--- src/hdl/assert_macros.svh ---
// Assertion helpers used by the RTL files.
`ifndef ASSERT_MACROS_SVH
`define ASSERT_MACROS_SVH

// Same-cycle implication, checked on every rising edge outside reset.
`define ASSERT_NOW(lbl, ante, cons) \
  lbl: assert property (@(posedge clk) disable iff (rst) (ante) |-> (cons)) \
    else $error("assertion failed");

// Next-cycle implication.
`define ASSERT_NEXT(lbl, ante, cons) \
  lbl: assert property (@(posedge clk) disable iff (rst) (ante) |=> (cons)) \
    else $error("assertion failed");

`endif

--- src/hdl/jfs_pkg.sv ---
package jfs_pkg;

  localparam int QUEUE_DEPTH = 32;
  localparam int JOB_ID_BITS = 8;

  localparam int ADDR_W = $clog2(QUEUE_DEPTH);
  localparam int CNT_W  = $clog2(QUEUE_DEPTH + 1);
  localparam int CMD_W  = 2;
  localparam int KIND_W = 3;
  localparam int REL_W  = 6;
  localparam int BLK_W  = 6;
  localparam int OUTST_W = 16;
  localparam int FENCE_W = 6;

  localparam logic [CMD_W-1:0] CMD_SUBMIT   = 2'd0;
  localparam logic [CMD_W-1:0] CMD_FENCE    = 2'd1;
  localparam logic [CMD_W-1:0] CMD_COMPLETE = 2'd2;

  typedef enum logic [KIND_W-1:0] {
    KIND_RUN      = 3'd0,
    KIND_BLOCKED  = 3'd1,
    KIND_RELEASED = 3'd2,
    KIND_DONE     = 3'd3,
    KIND_OVERFLOW = 3'd4
  } kind_t;

  typedef struct packed {
    logic                   fence;
    logic [JOB_ID_BITS-1:0] id;
  } entry_t;

  typedef struct packed {
    logic   push;
    logic   pop;
    entry_t wdata;
  } fifo_ctl_t;

  typedef struct packed {
    logic [CNT_W-1:0] count;
    logic             full;
    entry_t           head_entry;
  } fifo_sts_t;

endpackage

--- src/hdl/jfs_req_if.sv ---
interface jfs_req_if;
  logic                            valid;
  logic                            ready;
  logic [jfs_pkg::CMD_W-1:0]       command;
  logic [jfs_pkg::JOB_ID_BITS-1:0] job_id;
  logic                            job_is_fence;
  logic                            dispatch_queue_empty;

  modport source (output valid, command, job_id, job_is_fence, dispatch_queue_empty,
                  input ready);
  modport sink (input valid, command, job_id, job_is_fence, dispatch_queue_empty,
                output ready);
endinterface

--- src/hdl/jfs_rsp_if.sv ---
interface jfs_rsp_if;
  logic                            valid;
  logic                            ready;
  logic [jfs_pkg::KIND_W-1:0]      kind;
  logic [jfs_pkg::JOB_ID_BITS-1:0] out_job_id;
  logic                            to_front;
  logic [jfs_pkg::REL_W-1:0]       released_count;
  logic                            fence_raised;
  logic [jfs_pkg::BLK_W-1:0]       blocked_count;
  logic                            last;

  modport source (output valid, kind, out_job_id, to_front, released_count, fence_raised,
                  blocked_count, last, input ready);
  modport sink (input valid, kind, out_job_id, to_front, released_count, fence_raised,
                blocked_count, last, output ready);
endinterface

--- src/hdl/job_fence_scheduler.sv ---
// Fence scheduler for jobs. Each request transaction carries a submit, a fence
// raise or a completion; each gives one or more response transactions, the
// final one marked by last. Submits and fence raises are accepted, then in
// S_EXEC run the job, queue it in the blocked FIFO, or report an overflow if
// it is full. A completion updates the counters in S_EXEC and ends with the
// done response from S_DONE. A walk of the blocked FIFO visits S_CHK and
// S_WAIT for each job released ahead of its last step and ends in S_CHK with
// a step that releases a fence, releases the head job to the front, or stops;
// the FIFO head is read from a memory with a registered read port and each
// release waits in S_WAIT for the next head entry. The request side stays busy
// until the final response is in the output register; a response that is not
// taken stalls the sequencer. The blocked FIFO needs no clearing after reset.
`include "assert_macros.svh"

module job_fence_scheduler (
  input logic clk,
  input logic rst,
  jfs_req_if.sink   req,
  jfs_rsp_if.source rsp
);

  typedef enum logic [2:0] {
    S_IDLE,
    S_EXEC,
    S_CHK,
    S_WAIT,
    S_DONE
  } state_t;

  state_t state, state_next;

  logic [jfs_pkg::CMD_W-1:0]       cmd;
  logic [jfs_pkg::JOB_ID_BITS-1:0] job_id;
  logic                            job_is_fence;
  logic                            dq_empty;

  logic                            front_mode, front_mode_next;
  logic [jfs_pkg::REL_W-1:0]       rel, rel_next;
  logic [jfs_pkg::OUTST_W-1:0]     outstanding, outstanding_next;
  logic [jfs_pkg::FENCE_W-1:0]     fence_count, fence_count_next;

  jfs_pkg::fifo_ctl_t fifo_ctl;
  jfs_pkg::fifo_sts_t fifo_sts;

  logic                            out_free;
  logic                            emit;
  jfs_pkg::kind_t                  e_kind;
  logic [jfs_pkg::JOB_ID_BITS-1:0] e_id;
  logic                            e_front;
  logic [jfs_pkg::REL_W-1:0]       e_rel;
  logic                            e_fence;
  logic [jfs_pkg::CNT_W-1:0]       e_blocked;
  logic                            e_last;

  jfs_fifo u_fifo (
    .clk (clk),
    .rst (rst),
    .ctl (fifo_ctl),
    .sts (fifo_sts)
  );

  assign out_free  = !rsp.valid || rsp.ready;
  assign req.ready = (state == S_IDLE);

  always_comb begin
    state_next       = state;
    front_mode_next  = front_mode;
    rel_next         = rel;
    outstanding_next = outstanding;
    fence_count_next = fence_count;
    fifo_ctl.push    = 1'b0;
    fifo_ctl.pop     = 1'b0;
    fifo_ctl.wdata   = '{fence: cmd == jfs_pkg::CMD_FENCE, id: job_id};
    emit             = 1'b0;
    e_kind           = jfs_pkg::KIND_DONE;
    e_id             = '0;
    e_front          = 1'b0;
    e_rel            = '0;
    e_fence          = (fence_count != '0);
    e_blocked        = fifo_sts.count;
    e_last           = 1'b0;

    case (state)
      S_IDLE: begin
        rel_next = '0;
        if (req.valid) begin
          state_next = S_EXEC;
        end
      end

      S_EXEC: begin
        case (cmd)
          jfs_pkg::CMD_SUBMIT, jfs_pkg::CMD_FENCE: begin
            if (out_free) begin
              emit       = 1'b1;
              e_id       = job_id;
              e_last     = 1'b1;
              state_next = S_IDLE;
              if (fence_count == '0 && (cmd == jfs_pkg::CMD_SUBMIT || outstanding == '0)) begin
                e_kind = jfs_pkg::KIND_RUN;
                if (outstanding != '1) begin
                  outstanding_next = outstanding + 1'b1;
                end
                if (cmd == jfs_pkg::CMD_FENCE) begin
                  fence_count_next = jfs_pkg::FENCE_W'(1);
                  e_fence          = 1'b1;
                end
              end else if (!fifo_sts.full) begin
                e_kind        = jfs_pkg::KIND_BLOCKED;
                fifo_ctl.push = 1'b1;
                e_blocked     = fifo_sts.count + 1'b1;
                if (cmd == jfs_pkg::CMD_FENCE) begin
                  e_fence = 1'b1;
                  if (fence_count != '1) begin
                    fence_count_next = fence_count + 1'b1;
                  end
                end
              end else begin
                e_kind = jfs_pkg::KIND_OVERFLOW;
              end
            end
          end

          jfs_pkg::CMD_COMPLETE: begin
            if (outstanding != '0) begin
              outstanding_next = outstanding - 1'b1;
            end
            front_mode_next = 1'b0;
            state_next      = S_DONE;
            if (job_is_fence) begin
              if (fence_count != '0) begin
                fence_count_next = fence_count - 1'b1;
              end
              if (fifo_sts.count != '0) begin
                state_next = S_CHK;
              end
            end else if (outstanding_next == '0 && fence_count != '0 &&
                         fifo_sts.count != '0) begin
              front_mode_next = 1'b1;
              state_next      = S_CHK;
            end
          end

          default: begin
            // Unused command: drop it.
            state_next = S_IDLE;
          end
        endcase
      end

      S_CHK: begin
        if (fifo_sts.count == '0) begin
          state_next = S_DONE;
        end else if (fifo_sts.head_entry.fence && !front_mode &&
                     !(outstanding == '0 && dq_empty)) begin
          // Hold the fence at the head.
          state_next = S_DONE;
        end else if (out_free) begin
          emit         = 1'b1;
          e_kind       = jfs_pkg::KIND_RELEASED;
          e_id         = fifo_sts.head_entry.id;
          e_front      = front_mode;
          e_blocked    = fifo_sts.count - 1'b1;
          fifo_ctl.pop = 1'b1;
          rel_next     = rel + 1'b1;
          if (outstanding != '1) begin
            outstanding_next = outstanding + 1'b1;
          end
          if (front_mode || fifo_sts.head_entry.fence) begin
            state_next = S_DONE;
          end else begin
            state_next = S_WAIT;
          end
        end
      end

      S_WAIT: begin
        // Let the registered head read catch up after the pop.
        state_next = S_CHK;
      end

      S_DONE: begin
        if (out_free) begin
          emit       = 1'b1;
          e_kind     = jfs_pkg::KIND_DONE;
          e_rel      = rel;
          e_last     = 1'b1;
          state_next = S_IDLE;
        end
      end

      default: begin
        state_next = S_IDLE;
      end
    endcase
  end

  always_ff @(posedge clk) begin
    if (rst) begin
      state       <= S_IDLE;
      front_mode  <= 1'b0;
      rel         <= '0;
      outstanding <= '0;
      fence_count <= '0;
      rsp.valid   <= 1'b0;
    end else begin
      state       <= state_next;
      front_mode  <= front_mode_next;
      rel         <= rel_next;
      outstanding <= outstanding_next;
      fence_count <= fence_count_next;
      if (emit) begin
        rsp.valid <= 1'b1;
      end else if (rsp.ready) begin
        rsp.valid <= 1'b0;
      end
    end
    if (req.valid && req.ready) begin
      cmd          <= req.command;
      job_id       <= req.job_id;
      job_is_fence <= req.job_is_fence;
      dq_empty     <= req.dispatch_queue_empty;
    end
    if (emit) begin
      rsp.kind           <= e_kind;
      rsp.out_job_id     <= e_id;
      rsp.to_front       <= e_front;
      rsp.released_count <= e_rel;
      rsp.fence_raised   <= e_fence;
      rsp.blocked_count  <= jfs_pkg::BLK_W'(e_blocked);
      rsp.last           <= e_last;
    end
  end

  `ASSERT_NOW(a_no_push_pop, fifo_ctl.push, !fifo_ctl.pop)
  `ASSERT_NOW(a_pop_nonempty, fifo_ctl.pop, fifo_sts.count != '0)
  `ASSERT_NOW(a_push_not_full, fifo_ctl.push, !fifo_sts.full)
  `ASSERT_NEXT(a_accept_exec, req.valid && req.ready, state == S_EXEC)
  `ASSERT_NOW(a_emit_slot_free, emit, !rsp.valid || rsp.ready)

endmodule

--- src/hdl/jfs_fifo.sv ---
module jfs_fifo (
  input  logic               clk,
  input  logic               rst,
  input  jfs_pkg::fifo_ctl_t ctl,
  output jfs_pkg::fifo_sts_t sts
);

  jfs_pkg::entry_t mem [jfs_pkg::QUEUE_DEPTH];

  logic [jfs_pkg::ADDR_W-1:0] head;
  logic [jfs_pkg::CNT_W-1:0]  count;
  logic [jfs_pkg::ADDR_W-1:0] tail;
  logic [jfs_pkg::CNT_W:0]    tail_sum;
  jfs_pkg::entry_t            rd_data;

  // Tail is head plus fill level, wrapped once.
  always_comb begin
    tail_sum = (jfs_pkg::CNT_W+1)'(head) + (jfs_pkg::CNT_W+1)'(count);
    if (tail_sum >= (jfs_pkg::CNT_W+1)'(jfs_pkg::QUEUE_DEPTH)) begin
      tail_sum = tail_sum - (jfs_pkg::CNT_W+1)'(jfs_pkg::QUEUE_DEPTH);
    end
    tail = tail_sum[jfs_pkg::ADDR_W-1:0];
  end

  always_ff @(posedge clk) begin
    if (ctl.push) begin
      mem[tail] <= ctl.wdata;
    end
    rd_data <= mem[head];
  end

  always_ff @(posedge clk) begin
    if (rst) begin
      head  <= '0;
      count <= '0;
    end else begin
      if (ctl.push) begin
        count <= count + 1'b1;
      end else if (ctl.pop) begin
        count <= count - 1'b1;
        if (head == jfs_pkg::ADDR_W'(jfs_pkg::QUEUE_DEPTH - 1)) begin
          head <= '0;
        end else begin
          head <= head + 1'b1;
        end
      end
    end
  end

  assign sts.count      = count;
  assign sts.full       = (count == jfs_pkg::CNT_W'(jfs_pkg::QUEUE_DEPTH));
  assign sts.head_entry = rd_data;

endmodule
--- src/flat_wrapper.sv ---
// flat-port wrapper written by rule: the top's interface ports become plain ports
module job_fence_scheduler_flat 
  (clk, rst, req_valid, req_command, req_job_id, req_job_is_fence, req_dispatch_queue_empty, req_ready, rsp_valid, rsp_kind, rsp_out_job_id, rsp_to_front, rsp_released_count, rsp_fence_raised, rsp_blocked_count, rsp_last, rsp_ready);
  jfs_req_if req_i ();
  jfs_rsp_if rsp_i ();
  input logic clk;
  input logic rst;
  input wire logic [$bits(req_i.valid)-1:0] req_valid;
  input wire logic [$bits(req_i.command)-1:0] req_command;
  input wire logic [$bits(req_i.job_id)-1:0] req_job_id;
  input wire logic [$bits(req_i.job_is_fence)-1:0] req_job_is_fence;
  input wire logic [$bits(req_i.dispatch_queue_empty)-1:0] req_dispatch_queue_empty;
  output wire logic [$bits(req_i.ready)-1:0] req_ready;
  output wire logic [$bits(rsp_i.valid)-1:0] rsp_valid;
  output wire logic [$bits(rsp_i.kind)-1:0] rsp_kind;
  output wire logic [$bits(rsp_i.out_job_id)-1:0] rsp_out_job_id;
  output wire logic [$bits(rsp_i.to_front)-1:0] rsp_to_front;
  output wire logic [$bits(rsp_i.released_count)-1:0] rsp_released_count;
  output wire logic [$bits(rsp_i.fence_raised)-1:0] rsp_fence_raised;
  output wire logic [$bits(rsp_i.blocked_count)-1:0] rsp_blocked_count;
  output wire logic [$bits(rsp_i.last)-1:0] rsp_last;
  input wire logic [$bits(rsp_i.ready)-1:0] rsp_ready;
  assign req_i.valid = req_valid;
  assign req_i.command = req_command;
  assign req_i.job_id = req_job_id;
  assign req_i.job_is_fence = req_job_is_fence;
  assign req_i.dispatch_queue_empty = req_dispatch_queue_empty;
  assign req_ready = req_i.ready;
  assign rsp_valid = rsp_i.valid;
  assign rsp_kind = rsp_i.kind;
  assign rsp_out_job_id = rsp_i.out_job_id;
  assign rsp_to_front = rsp_i.to_front;
  assign rsp_released_count = rsp_i.released_count;
  assign rsp_fence_raised = rsp_i.fence_raised;
  assign rsp_blocked_count = rsp_i.blocked_count;
  assign rsp_last = rsp_i.last;
  assign rsp_i.ready = rsp_ready;
  job_fence_scheduler u_core (.clk(clk), .rst(rst), .req(req_i), .rsp(rsp_i));
endmodule
--- config.mk ---
export PLATFORM = sky130hd
export DESIGN_NAME = job_fence_scheduler_flat
export DESIGN_NICKNAME = d
export VERILOG_FILES = /design/src/hdl/jfs_pkg.sv /design/src/hdl/jfs_req_if.sv /design/src/hdl/jfs_rsp_if.sv /design/src/hdl/job_fence_scheduler.sv /design/src/hdl/jfs_fifo.sv /design/src/flat_wrapper.sv
export VERILOG_INCLUDE_DIRS = /design/src /design/src/hdl
export SDC_FILE = /design/constraint.sdc
export NUM_CORES = 1
export LEC_CHECK = 0
export ABC_AREA = 1
export BUFFER_PORTS_ARGS = -buffer_cell sky130_fd_sc_hd__clkbuf_2
export CORE_MARGIN = 2
export CORE_UTILIZATION = 48
export CTS_BUF_LIST = sky130_fd_sc_hd__clkbuf_8
export DETAILED_ROUTE_END_ITERATION = 8
export SETUP_SLACK_MARGIN = 0.5
export SLEW_MARGIN = 40
export SYNTH_ARGS = -nofsm -noshare
export SYNTH_HDL_FRONTEND = slang
export SYNTH_SLANG_ARGS = --single-unit
--- constraint.sdc ---
create_clock -name clk -period 3.5 [get_ports clk]
set_input_delay 0.7 -clock clk [delete_from_list [all_inputs] [get_ports clk]]
set_output_delay 0.7 -clock clk [all_outputs]
set_load 0.05 [all_outputs]
==> qor.log <==
[grt] initial antenna violation count 0
[setup_path] critical path class register to register
[detailed_routing] vias per cell 5.632
[grt] first-pass GRT wire length 66.15 mm
[detailed_routing] total DRC errors in the routed layout 0
[min_path] count of cells along the worst hold path 1
[logic_synthesis] share of the synthesized area in the top cell type 0.5932
[min_path] startpoint of the tightest hold check path req_job_is_fence
[logic_synthesis] cell with the most instances after synthesis edfxtp_1
[logic_synthesis] post-synthesis net count 1540
[layout] sequential cell area 10860 µm²
[layout] filler cell count in the final layout 2973
[floorplanning] height of the die 189.4 µm
[run_status] run status finished clean
[detailed_routing] Routed Antenna Nets 0
[setup_path] family with the most delay on the worst path simple AND/OR/NAND/NOR gates
[sta] headroom to the max-slew limit 0.4242
[floorplanning] Total Die Area 35880 µm²
[cts] maximum number of buffers from clock root to sink 3
[place] pre-CTS setup slack 527.5 ps
[cts] # clock sinks 379
[setup_path] worst-path fanout max 9
[setup_path] number of cell instances on the worst register-to-register path 15
[pwr] clock share of power 0.360
[detailed_routing] DRC violation total after the first TritonRoute iteration 1136
[logic_synthesis] Synth Register Bits 379
[pwr] cell-internal power 6.827 mW
[setup_path] endpoint required time on the critical path 3840 ps
[sta] smallest setup slack after layout 642.3 ps
[cts] number of buffers created by CTS 60
[grt] overflow left after global routing 0
[grt] number of global-route vias before repair 11490
[logic_synthesis] sequential area share after synthesis 0.6575
[logic_synthesis] cell types with the largest area share after synthesis edfxtp_1 59%, dfxtp_1 6.4%, nor2_1 5.6%, o21ai_0 5.6%, nand2_1 4.3%
[logic_synthesis] warnings from Yosys 0
[logic_synthesis] biggest area consumer among synthesized cells edfxtp_1
[cts] root cell of the clock tree clkbuf_8
[cts] count of H-tree levels built during CTS 2
[floorplanning] area of the placeable core 33700 µm²
[place] PortBufs 43
[setup_path] cell count along the critical path 15
[layout] Total Nets Final 1632
[cts] worst skew pair latency 650 ps
[pwr] net load switching power 2.398 mW
[sta] total setup violations reported at the end of the flow 0
[layout] share of final-layout standard cells stronger than drive strength 1 0.1467
[place] global placer's final weighted congestion 0.9126
[layout] multi-input combinational cell area 4951 µm²
[sta] Final Slew Violations 0
[sta] final hold vios 0
[sta] slew at the pin with the worst max-slew slack 862.7 ps
[cts] number of setup buffers added after CTS 0
[setup_path] cell type of the slowest stage on the worst timing path dfxtp_1
[setup_path] largest stage delay on the critical path 380 ps
[pwr] switching share of power 0.2600
[logic_synthesis] Post-Synthesis Cells 1510
[setup_path] crit-path cells inv_1, ha_1, nand2_4, nor2_4, nand3_4, nand2_1, nand2_2, clkinv_2, nor2_2, nand2_2, inv_2, nand3_2, buf_4, nor2_1, buf_4
[cts] hold bufs inserted after CTS 0
[layout] Layout Area Growth over Synthesis 11.84%
[logic_synthesis] Synth Area per Inst 10.93 µm²
[setup_path] arrival time of data at the critical path endpoint 3200 ps
[pwr] power density over the cells 499.8 nW/µm²
[setup_path] crit path launch u_core.outstanding[0]
[logic_synthesis] cell area after technology mapping 16500 µm²
[logic_synthesis] Async S/R FF share, synth 0
[job] MaxCap Viol Count 0
[logic_synthesis] count of flip-flops with a built-in enable after synthesis 326
[setup_path] Startpoint Class register
[place] HPWL Detailed 27.43 mm
[logic_synthesis] number of distinct library cells after synthesis 52
[setup_path] combined buffer and inverter count along the critical path 5
[sta] RSZ-0062 raised after global routing yes
[pwr] Seq pwr share 0.549
[sta] setup tns final 0 ps
[floorplanning] initial core utilization 0.4897
[setup_path] sort of element at the end of the critical path register
[detailed_routing] Total Routed Length 43.37 mm
[sta] post-layout min period 2858 ps
[detailed_routing] DR vias 11780
[grt] all-layer global routing usage 0.2438
[cts] CTS tree built
[grt] maximum number of pins on one net before global-route repair 75
[floorplanning] Die Width 189.4 µm
[detailed_routing] average detailed-routed wire length per instance 20.74 µm
[detailed_routing] number of detailed-route iterations in the first pass 5
[pwr] worst vdd rail ir drop 0.2753 mV
[min_path] worst min path class input port to register
[sta] maximum clock frequency 349.9 MHz
[logic_synthesis] most used standard cells in the synthesized netlist 326 x edfxtp_1, 248 x nor2_1, 189 x nand2_1
[logic_synthesis] prevailing post-synth register cell edfxtp_1
[layout] final antenna diode count 0
[floorplanning] standard-cell row count 67
[floorplanning] I/O pin cnt 44
[pwr] Static Leak 6.687 nW
[cts] clk slew on worst S/H paths 60 ps
[pwr] combinational share of power 0.091
[sta] worst setup skew after layout 24.74 ps
[setup_path] startpoint of the worst-slack reg-to-reg timing path u_core.outstanding[0]
[sta] final worst path period share 0.8165
[placed cells by master, fill, tap and decap left out, types with 4 or more instances in the layout]
master      n
xor2_1     22
nor3_1     12
nand2_2     5
nand2_1   188
o21ai_0   184
nor2_1    244
a21oi_1    37
inv_1      98
nor2_2     12
a22o_1      8
clkbuf_2   43
clkinv_2   11
a31oi_1     8
buf_4      60
clkbuf_8   61
clkinv_1   16
edfxtp_1  326
o21ai_2     4
o21ai_1    12
inv_2      17
nand3_1    63
dfxtp_1    51
ha_1       13
o22ai_1    48
o211ai_1   13
nand4_1    13
o221ai_1   28
[power groups by stage]
| stage | combinational, mW | clock, mW | sequential [mW] |
|---|---|---|---|
| after floorplan | 0.546 | 0 | 5.20 |
| after global placement | 0.828 | 0 | 5.16 |
| after detailed placement | 0.831 | 0 | 5.16 |
| after CTS | 0.834 | 3.40 | 5.06 |
| after global routing | 0.934 | 3.57 | 5.07 |
| final | 0.842 | 3.32 | 5.07 |
[layout make-up]
cell class | instances | area share
clock buffer | 61 | 0.04549
clock inverter | 42 | 0.009626
inverter | 102 | 0.02095
multi-input combinational | 955 | 0.2683
sequential | 379 | 0.5882
tap | 448 | 0.03037
timing repair buffer | 104 | 0.03715
[final timing paths]
path,endpoint,slack (ps)
min,u_core.job_is_fence,220
max reg2reg,u_core.u_fifo.mem[22][8],640
min reg2reg,u_core.rel[1],500
max,u_core.u_fifo.mem[22][8],640
[layer usage]
metal / GRT usage / routed length, µm / vias to the layer above
met5: 0 / 0 / -
li1: - / - / 5575
met1: 0.3380 / 19510 / 5692
met2: 0.3805 / 19560 / 416
met4: 0.08706 / 1439 / 0
met3: 0.05283 / 2854 / 94
[metrics by stage]
stage                 util  power (mW)  area [µm²]  hold slack, ps  std cells
floorplan                -       5.744       16500           459.0       1510
global placement    0.5170       5.986       17420           488.6       1988
detailed placement  0.5170       5.989       17420           491.6       1988
CTS                 0.5473       9.296       18440           175.5       2091
global route        0.5477       9.580       18460           203.0       2091
finish              0.5477       9.225       18460           222.6       2091
[logic make-up after synthesis]
kind of cell / Yosys count / synth area share
flops: 379 / 0.6575
fa+ha+maj: 14 / 0.01107
buf+inv: 176 / 0.04352
compound gates: 354 / 0.1265
simple gates: 562 / 0.1482
xor+xnor: 25 / 0.01327
[registers in the layout, indices dropped and copies added (netlist names), 2 cells and up]
name	flops
u_core.fence_count	6
u_core.u_fifo.head	5
u_core.job_id	8
u_core.rsp.kind	3
u_core.outstanding	16
u_core.state	3
u_core.rsp.blocked_count	6
u_core.rsp.out_job_id	8
u_core.u_fifo.mem	288
u_core.rel	6
u_core.cmd	2
u_core.u_fifo.count	6
u_core.u_fifo.sts	9
u_core.rsp.released_count	6
[timing repair]
item,CTS,global route
setup endpoints to repair,9,90
resized for setup,1,4
hold endpoints to repair,0,0
Power figures use the tool's default switching activity.
